--- config.mk ---
export PLATFORM = sky130hd
export DESIGN_NAME = video_scroll_register_timing_core
export DESIGN_NICKNAME = d
export VERILOG_FILES = /design/src/hw/rtl/vsrt_pkg.sv /design/src/hw/rtl/vsrt_ram.sv /design/src/hw/rtl/vsrt_regs.sv /design/src/hw/rtl/vsrt_out.sv /design/src/hw/rtl/video_scroll_register_timing_core.sv
export SDC_FILE = /design/constraint.sdc
export NUM_CORES = 2
export LEC_CHECK = 0
export ABC_AREA = 1
export BUFFER_PORTS_ARGS = -buffer_cell sky130_fd_sc_hd__buf_2
export CAP_MARGIN = 30
export CORE_ASPECT_RATIO = 1.75
export CORE_MARGIN = 1.5
export CORE_UTILIZATION = 50
export DETAILED_ROUTE_END_ITERATION = 10
export PLACE_DENSITY_LB_ADDON = 0.12
export SLEW_MARGIN = 30
export SYNTH_ARGS = -nofsm -noshare
export SYNTH_HDL_FRONTEND = slang
export SYNTH_SLANG_ARGS = --single-unit
--- constraint.sdc ---
create_clock -name clk -period 3.6 [get_ports clk]
set_clock_uncertainty 0.2 [all_clocks]
set_input_delay 0.18 -clock clk [delete_from_list [all_inputs] [get_ports clk]]
set_output_delay 0.18 -clock clk [all_outputs]
set_load 0.01 [all_outputs]
--- src/hw/rtl/vsrt_pkg.sv ---
// ----------------------------------------------------------------------------
// vsrt_pkg
// Shared types and constants of the video scroll register and timing core.
// ----------------------------------------------------------------------------
package vsrt_pkg;

  localparam int OAM_BYTES = 256;
  localparam int OAM_AW    = $clog2(OAM_BYTES);
  localparam int CNT_W     = 9;
  localparam int ADDR_W    = 15;

  typedef enum logic [1:0] {
    CMD_TICK  = 2'd0,
    CMD_READ  = 2'd1,
    CMD_WRITE = 2'd2,
    CMD_NONE  = 2'd3
  } cmd_t;

  typedef enum logic [2:0] {
    REG_CTRL     = 3'd0,
    REG_MASK     = 3'd1,
    REG_STATUS   = 3'd2,
    REG_OAM_ADDR = 3'd3,
    REG_OAM_DATA = 3'd4,
    REG_SCROLL   = 3'd5,
    REG_ADDR     = 3'd6,
    REG_DATA     = 3'd7
  } reg_idx_t;

  localparam logic [CNT_W-1:0] LINE_VISIBLE_LAST = 9'd239;
  localparam logic [CNT_W-1:0] LINE_VBLANK       = 9'd241;
  localparam logic [CNT_W-1:0] DOT_FLAG          = 9'd1;
  localparam logic [CNT_W-1:0] DOT_OAM_CLR_LAST  = 9'd64;
  localparam logic [CNT_W-1:0] DOT_Y_INC         = 9'd256;
  localparam logic [CNT_W-1:0] DOT_HCOPY         = 9'd257;
  localparam logic [CNT_W-1:0] DOT_VCOPY_FIRST   = 9'd280;
  localparam logic [CNT_W-1:0] DOT_VCOPY_LAST    = 9'd304;
  localparam logic [CNT_W-1:0] DOT_FETCH_FIRST   = 9'd321;
  localparam logic [CNT_W-1:0] DOT_FETCH_LAST    = 9'd336;
  localparam logic [4:0]       COARSE_Y_WRAP     = 5'd29;
  localparam logic [7:0]       OAM_CLEAR_BYTE    = 8'hFF;

  // One result transaction before the OAM read data is merged in.
  typedef struct packed {
    logic [7:0]        rdata;
    logic              mem_we;
    logic [7:0]        mem_wdata;
    logic [13:0]       vram_addr;
    logic              nmi;
    logic [CNT_W-1:0]  dot;
    logic [CNT_W-1:0]  line;
    logic [2:0]        fine_x;
  } res_t;

  typedef struct packed {
    logic              we;
    logic              re;
    logic [OAM_AW-1:0] addr;
    logic [7:0]        wdata;
  } oam_req_t;

endpackage

--- src/hw/rtl/vsrt_ram.sv ---
// ----------------------------------------------------------------------------
// vsrt_ram
// Generic single-port-write, single-port-read RAM with a registered read.
// ----------------------------------------------------------------------------
module vsrt_ram #(
  parameter int WIDTH = 8,
  parameter int DEPTH = 256
) (
  input  logic                     clk,
  input  logic                     we,
  input  logic [$clog2(DEPTH)-1:0] waddr,
  input  logic [WIDTH-1:0]         wdata,
  input  logic                     re,
  input  logic [$clog2(DEPTH)-1:0] raddr,
  output logic [WIDTH-1:0]         rdata
);

  logic [WIDTH-1:0] mem_r [DEPTH];
  logic [WIDTH-1:0] rdata_r;

  always_ff @(posedge clk) begin
    if (we) begin
      mem_r[waddr] <= wdata;
    end
    if (re) begin
      rdata_r <= mem_r[raddr];
    end
  end

  assign rdata = rdata_r;

endmodule

--- src/hw/rtl/vsrt_regs.sv ---
// ----------------------------------------------------------------------------
// vsrt_regs
// Dot and line timing, the CPU-visible registers and the scroll latches.
// ----------------------------------------------------------------------------
module vsrt_regs #(
  parameter int DOTS_PER_LINE   = 341,
  parameter int LINES_PER_FRAME = 262
) (
  input  logic              clk,
  input  logic              rst_n,
  input  logic              accept,
  input  logic [1:0]        in_cmd,
  input  logic [2:0]        in_reg_index,
  input  logic [7:0]        in_wdata,
  input  logic [7:0]        in_mem_data,
  output vsrt_pkg::res_t     res,
  output logic              oam_rd,
  output vsrt_pkg::oam_req_t oam_req
);
  import vsrt_pkg::*;

  localparam logic [CNT_W-1:0] DOT_LAST  = CNT_W'(DOTS_PER_LINE - 1);
  localparam logic [CNT_W-1:0] LINE_LAST = CNT_W'(LINES_PER_FRAME - 1);

  logic [CNT_W-1:0]  dot_r, dot_nxt;
  logic [CNT_W-1:0]  line_r, line_nxt;
  logic              odd_r, odd_nxt;
  logic [7:0]        ctrl_r, ctrl_nxt;
  logic [7:0]        mask_r, mask_nxt;
  logic              vblank_r, vblank_nxt;
  logic              nmi_r, nmi_nxt;
  logic [ADDR_W-1:0] v_r, v_nxt;
  logic [ADDR_W-1:0] t_r, t_nxt;
  logic [2:0]        fx_r, fx_nxt;
  logic              wt_r, wt_nxt;
  logic [7:0]        rbuf_r, rbuf_nxt;
  logic [OAM_AW-1:0] oamp_r, oamp_nxt;

  logic              render_on;
  logic [ADDR_W-1:0] addr_inc;
  cmd_t              cmd;
  reg_idx_t          ridx;

  function automatic logic [ADDR_W-1:0] coarse_x_step(input logic [ADDR_W-1:0] v);
    logic [ADDR_W-1:0] r;
    if (v[4:0] == 5'h1F) begin
      r = {v[14:11], ~v[10], v[9:5], 5'd0};
    end else begin
      r = v + ADDR_W'(1);
    end
    return r;
  endfunction

  function automatic logic [ADDR_W-1:0] y_step(input logic [ADDR_W-1:0] v);
    logic [ADDR_W-1:0] r;
    logic [4:0]        cy;
    logic              nt;
    cy = v[9:5];
    nt = v[11];
    if (v[14:12] != 3'd7) begin
      r = {v[14:12] + 3'd1, v[11:0]};
    end else begin
      if (cy == COARSE_Y_WRAP) begin
        cy = 5'd0;
        nt = ~nt;
      end else if (cy == 5'h1F) begin
        cy = 5'd0;
      end else begin
        cy = cy + 5'd1;
      end
      r = {3'd0, nt, v[10], cy, v[4:0]};
    end
    return r;
  endfunction

  function automatic logic [ADDR_W-1:0] render_step(input logic [ADDR_W-1:0] v,
                                                     input logic [ADDR_W-1:0] t,
                                                     input logic [CNT_W-1:0]  d,
                                                     input logic              pre);
    logic [ADDR_W-1:0] r;
    r = v;
    if (d != '0) begin
      if ((d <= DOT_Y_INC) || (d >= DOT_FETCH_FIRST && d <= DOT_FETCH_LAST)) begin
        if (d[2:0] == 3'd0) begin
          r = coarse_x_step(r);
        end
        if (d == DOT_Y_INC) begin
          r = y_step(r);
        end
      end
      if (d == DOT_HCOPY) begin
        r = {r[14:11], t[10], r[9:5], t[4:0]};
      end
      if (pre && d >= DOT_VCOPY_FIRST && d <= DOT_VCOPY_LAST) begin
        r = {t[14:11], r[10], t[9:5], r[4:0]};
      end
    end
    return r;
  endfunction

  assign render_on = mask_r[4] | mask_r[3];
  assign addr_inc  = ctrl_r[2] ? ADDR_W'(32) : ADDR_W'(1);
  assign cmd       = cmd_t'(in_cmd);
  assign ridx      = reg_idx_t'(in_reg_index);

  always_comb begin
    dot_nxt    = dot_r;
    line_nxt   = line_r;
    odd_nxt    = odd_r;
    ctrl_nxt   = ctrl_r;
    mask_nxt   = mask_r;
    vblank_nxt = vblank_r;
    nmi_nxt    = nmi_r;
    v_nxt      = v_r;
    t_nxt      = t_r;
    fx_nxt     = fx_r;
    wt_nxt     = wt_r;
    rbuf_nxt   = rbuf_r;
    oamp_nxt   = oamp_r;

    res.rdata     = '0;
    res.mem_we    = 1'b0;
    res.mem_wdata = '0;
    oam_rd        = 1'b0;
    oam_req.we    = 1'b0;
    oam_req.re    = 1'b0;
    oam_req.addr  = oamp_r;
    oam_req.wdata = in_wdata;

    unique case (cmd)
      CMD_TICK: begin
        if (line_r <= LINE_VISIBLE_LAST) begin
          if (render_on) begin
            v_nxt = render_step(v_r, t_r, dot_r, 1'b0);
          end
        end else if (line_r == LINE_VBLANK && dot_r == DOT_FLAG) begin
          vblank_nxt = 1'b1;
          nmi_nxt    = ctrl_r[7];
        end else if (line_r == LINE_LAST) begin
          if (dot_r == DOT_FLAG) begin
            vblank_nxt = 1'b0;
          end
          if (render_on) begin
            v_nxt = render_step(v_r, t_r, dot_r, 1'b1);
          end
        end

        // On odd frames the first dot of the new frame is skipped.
        if (dot_r == DOT_LAST) begin
          dot_nxt = '0;
          if (line_r == LINE_LAST) begin
            line_nxt = '0;
            dot_nxt  = odd_r ? DOT_FLAG : '0;
            odd_nxt  = ~odd_r;
          end else begin
            line_nxt = line_r + CNT_W'(1);
          end
        end else begin
          dot_nxt = dot_r + CNT_W'(1);
        end
      end
      CMD_READ: begin
        case (ridx)
          REG_STATUS: begin
            res.rdata  = {vblank_r, 7'd0};
            vblank_nxt = 1'b0;
            wt_nxt     = 1'b0;
          end
          REG_OAM_DATA: begin
            if (line_r <= LINE_VISIBLE_LAST && dot_r >= DOT_FLAG &&
                dot_r <= DOT_OAM_CLR_LAST && render_on) begin
              res.rdata = OAM_CLEAR_BYTE;
            end else begin
              oam_rd     = 1'b1;
              oam_req.re = accept;
            end
          end
          REG_DATA: begin
            res.rdata = rbuf_r;
            rbuf_nxt  = in_mem_data;
            v_nxt     = v_r + addr_inc;
          end
          default: begin
          end
        endcase
      end
      CMD_WRITE: begin
        case (ridx)
          REG_CTRL: begin
            ctrl_nxt = in_wdata;
            t_nxt    = {t_r[14:12], in_wdata[1:0], t_r[9:0]};
          end
          REG_MASK: begin
            mask_nxt = in_wdata;
          end
          REG_OAM_ADDR: begin
            oamp_nxt = in_wdata;
          end
          REG_OAM_DATA: begin
            oam_req.we = accept;
            oamp_nxt   = oamp_r + OAM_AW'(1);
          end
          REG_SCROLL: begin
            if (!wt_r) begin
              t_nxt  = {t_r[14:5], in_wdata[7:3]};
              fx_nxt = in_wdata[2:0];
              wt_nxt = 1'b1;
            end else begin
              t_nxt  = {in_wdata[2:0], t_r[11:10], in_wdata[7:3], t_r[4:0]};
              wt_nxt = 1'b0;
            end
          end
          REG_ADDR: begin
            if (!wt_r) begin
              t_nxt  = {1'b0, in_wdata[5:0], t_r[7:0]};
              wt_nxt = 1'b1;
            end else begin
              t_nxt  = {t_r[14:8], in_wdata};
              v_nxt  = {t_r[14:8], in_wdata};
              wt_nxt = 1'b0;
            end
          end
          REG_DATA: begin
            res.mem_we    = 1'b1;
            res.mem_wdata = in_wdata;
            v_nxt         = v_r + addr_inc;
          end
          default: begin
          end
        endcase
      end
      CMD_NONE: begin
      end
      default: begin
      end
    endcase

    res.vram_addr = v_r[13:0];
    res.dot       = dot_r;
    res.line      = line_r;
    res.nmi       = nmi_nxt;
    res.fine_x    = fx_nxt;
  end

  always_ff @(posedge clk) begin
    if (!rst_n) begin
      dot_r    <= '0;
      line_r   <= '0;
      odd_r    <= 1'b0;
      ctrl_r   <= '0;
      mask_r   <= '0;
      vblank_r <= 1'b0;
      nmi_r    <= 1'b0;
      v_r      <= '0;
      t_r      <= '0;
      fx_r     <= '0;
      wt_r     <= 1'b0;
      rbuf_r   <= '0;
      oamp_r   <= '0;
    end else if (accept) begin
      dot_r    <= dot_nxt;
      line_r   <= line_nxt;
      odd_r    <= odd_nxt;
      ctrl_r   <= ctrl_nxt;
      mask_r   <= mask_nxt;
      vblank_r <= vblank_nxt;
      nmi_r    <= nmi_nxt;
      v_r      <= v_nxt;
      t_r      <= t_nxt;
      fx_r     <= fx_nxt;
      wt_r     <= wt_nxt;
      rbuf_r   <= rbuf_nxt;
      oamp_r   <= oamp_nxt;
    end
  end

  a_dot_range: assert property (@(posedge clk) disable iff (!rst_n)
    dot_r <= DOT_LAST)
    else $error("dot counter out of range");

  a_line_range: assert property (@(posedge clk) disable iff (!rst_n)
    line_r <= LINE_LAST)
    else $error("line counter out of range");

  a_status_clears: assert property (@(posedge clk) disable iff (!rst_n)
    accept && cmd == CMD_READ && ridx == REG_STATUS |=> !vblank_r && !wt_r)
    else $error("status read did not clear vblank and write toggle");

  a_oam_one_access: assert property (@(posedge clk) disable iff (!rst_n)
    !(oam_req.we && oam_req.re))
    else $error("OAM read and write in the same transaction");

endmodule

--- src/hw/rtl/vsrt_out.sv ---
// ----------------------------------------------------------------------------
// vsrt_out
// Result pipeline: a stage that waits for OAM read data, then an output register.
// ----------------------------------------------------------------------------
module vsrt_out (
  input  logic          clk,
  input  logic          rst_n,
  input  logic          accept,
  input  vsrt_pkg::res_t res,
  input  logic          oam_rd,
  input  logic [7:0]    ram_q,
  output logic          busy,
  output logic          out_valid,
  input  logic          out_stall,
  output vsrt_pkg::res_t out_res
);
  import vsrt_pkg::*;

  res_t s1_r;
  logic s1_oam_r;
  logic s1_v_r, s1_v_nxt;
  res_t out_r;
  logic out_v_r, out_v_nxt;
  logic s1_go;
  res_t s1_merged;

  // The RAM output only changes on an accepted transaction, so it stays matched
  // to the transaction held in the first stage.
  always_comb begin
    s1_merged = s1_r;
    if (s1_oam_r) begin
      s1_merged.rdata = ram_q;
    end
  end

  assign s1_go     = s1_v_r && (!out_v_r || !out_stall);
  assign busy      = s1_v_r && !s1_go;
  assign s1_v_nxt  = accept || (s1_v_r && !s1_go);
  assign out_v_nxt = s1_go || (out_v_r && out_stall);

  always_ff @(posedge clk) begin
    if (!rst_n) begin
      s1_v_r  <= 1'b0;
      out_v_r <= 1'b0;
    end else begin
      s1_v_r  <= s1_v_nxt;
      out_v_r <= out_v_nxt;
    end
  end

  always_ff @(posedge clk) begin
    if (accept) begin
      s1_r     <= res;
      s1_oam_r <= oam_rd;
    end
    if (s1_go) begin
      out_r <= s1_merged;
    end
  end

  assign out_valid = out_v_r;
  assign out_res   = out_r;

  a_no_accept_when_busy: assert property (@(posedge clk) disable iff (!rst_n)
    busy |-> !accept)
    else $error("transaction accepted while first stage is blocked");

  a_hold_blocked: assert property (@(posedge clk) disable iff (!rst_n)
    busy |=> s1_v_r && out_v_r)
    else $error("blocked result was lost");

  a_we_no_rdata: assert property (@(posedge clk) disable iff (!rst_n)
    out_v_r && out_r.mem_we |-> out_r.rdata == 8'd0)
    else $error("memory write carries read data");

endmodule

--- src/hw/rtl/video_scroll_register_timing_core.sv ---
// ----------------------------------------------------------------------------
// video_scroll_register_timing_core
// Pipeline: an accepted transaction is registered in the first stage and then in
// the output register, which drives out_valid and the result ports.
// Throughput: one transaction per cycle unless in_stall; at most one OAM access each.
// A result waiting on a stalled output still lets one more transaction in.
// Reset is synchronous and clears all timing and register state; OAM holds no reset.
// ----------------------------------------------------------------------------
module video_scroll_register_timing_core #(
  parameter int DOTS_PER_LINE   = 341,
  parameter int LINES_PER_FRAME = 262
) (
  input  logic        clk,
  input  logic        rst_n,
  input  logic        in_valid,
  output logic        in_stall,
  input  logic [1:0]  in_cmd,
  input  logic [2:0]  in_reg_index,
  input  logic [7:0]  in_wdata,
  input  logic [7:0]  in_mem_data,
  output logic        out_valid,
  input  logic        out_stall,
  output logic [7:0]  out_rdata,
  output logic        out_mem_we,
  output logic [7:0]  out_mem_wdata,
  output logic [13:0] out_vram_addr,
  output logic        out_nmi_out,
  output logic [8:0]  out_dot_pos,
  output logic [8:0]  out_line_pos,
  output logic [2:0]  out_fine_scroll_x
);
  import vsrt_pkg::*;

  logic     accept;
  logic     busy;
  res_t     res;
  res_t     out_res;
  logic     oam_rd;
  oam_req_t oam_req;
  logic [7:0] ram_q;

  assign in_stall = busy;
  assign accept   = in_valid && !busy;

  vsrt_regs #(
    .DOTS_PER_LINE   (DOTS_PER_LINE),
    .LINES_PER_FRAME (LINES_PER_FRAME)
  ) u_regs (
    .clk          (clk),
    .rst_n        (rst_n),
    .accept       (accept),
    .in_cmd       (in_cmd),
    .in_reg_index (in_reg_index),
    .in_wdata     (in_wdata),
    .in_mem_data  (in_mem_data),
    .res          (res),
    .oam_rd       (oam_rd),
    .oam_req      (oam_req)
  );

  vsrt_ram #(
    .WIDTH (8),
    .DEPTH (OAM_BYTES)
  ) u_oam (
    .clk   (clk),
    .we    (oam_req.we),
    .waddr (oam_req.addr),
    .wdata (oam_req.wdata),
    .re    (oam_req.re),
    .raddr (oam_req.addr),
    .rdata (ram_q)
  );

  vsrt_out u_out (
    .clk       (clk),
    .rst_n     (rst_n),
    .accept    (accept),
    .res       (res),
    .oam_rd    (oam_rd),
    .ram_q     (ram_q),
    .busy      (busy),
    .out_valid (out_valid),
    .out_stall (out_stall),
    .out_res   (out_res)
  );

  assign out_rdata         = out_res.rdata;
  assign out_mem_we        = out_res.mem_we;
  assign out_mem_wdata     = out_res.mem_wdata;
  assign out_vram_addr     = out_res.vram_addr;
  assign out_nmi_out       = out_res.nmi;
  assign out_dot_pos       = out_res.dot;
  assign out_line_pos      = out_res.line;
  assign out_fine_scroll_x = out_res.fine_x;

endmodule
==> impl_metrics.tcl <==
set metrics [dict create \
    layout_commonest_cell "edfxtp_1" \
    clockRootBuffer "clkbuf_16" \
    cts_tree "built" \
    hpwlAfterDp_um 175000 \
    netSwitchingPower_mw 10.9 \
    slowest_delay_ns 0.46 \
    status "finished with violations" \
    async_flop_share_pct 0 \
    end_kind "flop" \
    track_usage_pct 29.2 \
    start_util_pct 50.3 \
    die_area_um2 186000 \
    overflow 0 \
    hold_viol 0 \
    drtPass1Iterations 8 \
    die_h_um 569 \
    cp-start-kind "flop" \
    wirelength_um 273000 \
    ys_seq_area_share_pct 72.7 \
    cp_data_required_time_ns 3.99 \
    critPathKind "reg -> reg" \
    ant_nets 0 \
    port_buffers 79 \
    vias 62200 \
    peakVddDrop_v 0.000341 \
    grt_pass1_wl_um 400000 \
    timing.final.ws_setup_ns -0.0239 \
    power_frac_seq_pct 54.9 \
    p_leak_nw 36.8 \
    grt_max_degree 143 \
    syn_to_final_growth_pct 14.2 \
    worst_pin_slew_ns 0.956 \
    path_clk_slew_ns 0.07 \
    syn_inst 7924 \
    clkPwrFrac_pct 41.3 \
    slew_violations 0 \
    setup_viol 1 \
    layout_common_cells "edfxtp_1 (2163), nor2_1 (2049), nand2_1 (1147), o21ai_0 (1083), buf_4 (460)" \
    drt_first_iter_violations 5680 \
    setup_tns_ns -0.0239 \
    yosysWarnings 0 \
    numCtsBuffers 202 \
    gp_congestion 0.919 \
    violations "negative setup slack" \
    postCtsSetupBuffers 0 \
    synth_fp_nets 7972 \
    crit_chain "buf_12 > buf_12 > buf_4 > nor2_1 > nor2_1 > o21ai_0 > o21ai_1 > nand2_1 > nand2_1 > o21ai_1 > nand2_1 > nor2_1 > nor2_1 > nor2_1 > nand2_1" \
    antenna_found_initial 4 \
    nNetsFinal 8377 \
    wl_per_cell_um 25.1 \
    vias_per_cell 5.71 \
    grt_pass1_vias 61500 \
    synth_cell_types 45 \
    synth_enable_flop_cells 2163 \
    crit_top_cell "nor2_1" \
    drive_gt1_share_pct 11.0 \
    ys_ff_latch 2240 \
    fin_crit_ns 3.62 \
    coreArea_um2 182000 \
    combinationalPowerShare_pct 3.8 \
    syn_area_per_cell_um2 11.5 \
    fmax_ghz 0.276 \
    cap_violations 0 \
    synth_flop_cell "edfxtp_1" \
    finish.utilization_pct 57.4 \
    h-tree-depth 4 \
    relSlewSlack_pct 36.2 \
    cts_buffer_depth 4 \
    cts.sinks 2240 \
    arrival_ns 4.02 \
    place_ws_ns -0.0111 \
    intPower_mw 41.3 \
    swShare_pct 21.0 \
    drcViolationCount 0 \
    rows 207 \
    cellPowerDensity_nw_per_um2 500 \
    worstPathMaxFanout 57 \
    fin_crit_sh_pct 101 \
    clock_latency_ns 0.86 \
    min_path_type "in -> reg" \
    io_pins 80 \
    cp_slowest_cell "dfxtp_4" \
    die_width_um 326 \
    netlist_area_um2 91500 \
]
layout make-up:
| cell class | count | area (um2) |
|---|---|---|
| Fill cell | 15000 | 77400 |
| Clock inverter | 100 | 995 |
| Sequential cell | 2240 | 66500 |
| Inverter | 163 | 641 |
| Clock buffer | 259 | 5500 |
| Tap cell | 2403 | 3010 |
| Antenna cell | 4 | 10.0 |
| Multi-Input combinational cell | 5070 | 22100 |
| Timing Repair Buffer | 652 | 5680 |
cells in the mapped netlist (6+ instances only):
cell,count,area share [%]
edfxtp_1,2163,71
nor2_1,2054,8.4
nand2_1,1159,4.8
o21ai_0,1085,5.9
o21ai_1,240,1.3
clkbuf_1,219,0.90
o22ai_1,193,1.3
inv_1,156,0.64
buf_2,141,0.77
a21oi_1,107,0.59
dfxtp_1,77,1.7
nand3_1,74,0.40
buf_6,52,0.64
nand4_1,49,0.34
buf_1,26,0.11
ha_1,23,0.31
nor3_1,21,0.11
buf_4,13,0.11
xor2_1,9,0.086
mux2_2,8,0.099
a211oi_1,6,0.049
a31oi_1,6,0.041
power groups by stage:
stage	registers (mW)	logic (mW)	clock network (mW)
floorplan	29.2	0.819	0
global placement	29.2	1.91	0
detailed placement	29.2	1.93	0
CTS	28.7	1.97	21.8
global route	28.7	2.12	22.7
finish	28.7	1.97	21.6
what timing repair did:
| item | in CTS | in global routing |
|---|---|---|
| resized for setup | 2 | 3 |
| endpoints found under the setup margin | 2 | 7 |
| hold buffers | 51 | 0 |
| pin swaps | 0 | 0 |
| endpoints found under the hold margin | 1782 | 0 |
registers in the layout, indices dropped and copies added, names as in the netlist, 2 cells and up:
register	flops
u_regs.line_r	9
u_regs.ctrl_r	2
u_regs.rbuf_r	8
u_oam.rdata	8
u_out.s1_merged	45
u_regs.oamp_r	8
u_regs.mask_r	2
u_out.out_res	53
u_regs.t_r	15
u_regs.v_r	15
u_regs.dot_r	9
u_oam.mem_r	2048
u_out.s1_r	8
u_regs.fx_r	3
critical path, delay by kind of cell (launching register included):
| kind | cells | cell delay (ns) |
|---|---|---|
| AOI/OAI and AO/OA | 3 | 0.69 |
| buffers and inverters | 3 | 0.73 |
| DFF | 1 | 0.46 |
| and+or+nand+nor | 9 | 1.15 |
cell families (layout without fill, tap and decap cells):
family | after synthesis | count (layout) | share of synthesized area [%]
multiplexers | 8 | 8 | 0.0985
adder cells (fa/ha/maj) | 23 | 23 | 0.315
AND/OR/NAND/NOR | 3374 | 3374 | 14.2
buffers and inverters | 614 | 1174 | 3.20
flip-flops | 2240 | 2240 | 72.7
XOR/XNOR | 11 | 11 | 0.105
other | 0 | 4 | 0
AO/OA/AOI/OAI | 1654 | 1654 | 9.39
through the flow:
stage | instances | hold slack [ns] | power (mW) | area [um2]
after floorplan | 7924 | 0.0789 | 30.1 | 91500
after global placement | 10500 | 0.201 | 31.2 | 97400
after detailed placement | 10500 | 0.205 | 31.2 | 97400
after CTS | 10900 | 0.117 | 52.5 | 104000
after global routing | 10900 | 0.152 | 53.5 | 104000
final | 10900 | 0.146 | 52.2 | 104000
layer usage:
| metal | vias up | GRT usage (%) | part of all wire (%) |
|---|---|---|---|
| met4 | 2 | 16.4 | 6.3 |
| met2 | 2380 | 51.9 | 51 |
| met3 | 643 | 3.74 | 6.2 |
| met1 | 30700 | 34.0 | 36 |
| met5 | - | 0 | 0.0051 |
| li1 | 28500 | - | - |
path summary, 6_finish.rpt:
path,startpoint,end,slack (ns),cells after the start
max reg2reg,u_regs.oamp_r[0]$_SDFFE_PN0P_,u_oam.rdata[5]$_DFFE_PP_,-0.02,15
max,u_regs.oamp_r[0]$_SDFFE_PN0P_,u_oam.rdata[5]$_DFFE_PP_,-0.02,15
min reg2reg,u_out.s1_merged[44]$_SDFFCE_PN0P_,u_out.out_res[44]$_DFFE_PP_,0.22,0
min,in_wdata[1],u_oam.mem_r[122][1]$_DFFE_PP_,0.15,2
(Power assumes the default switching activity.)
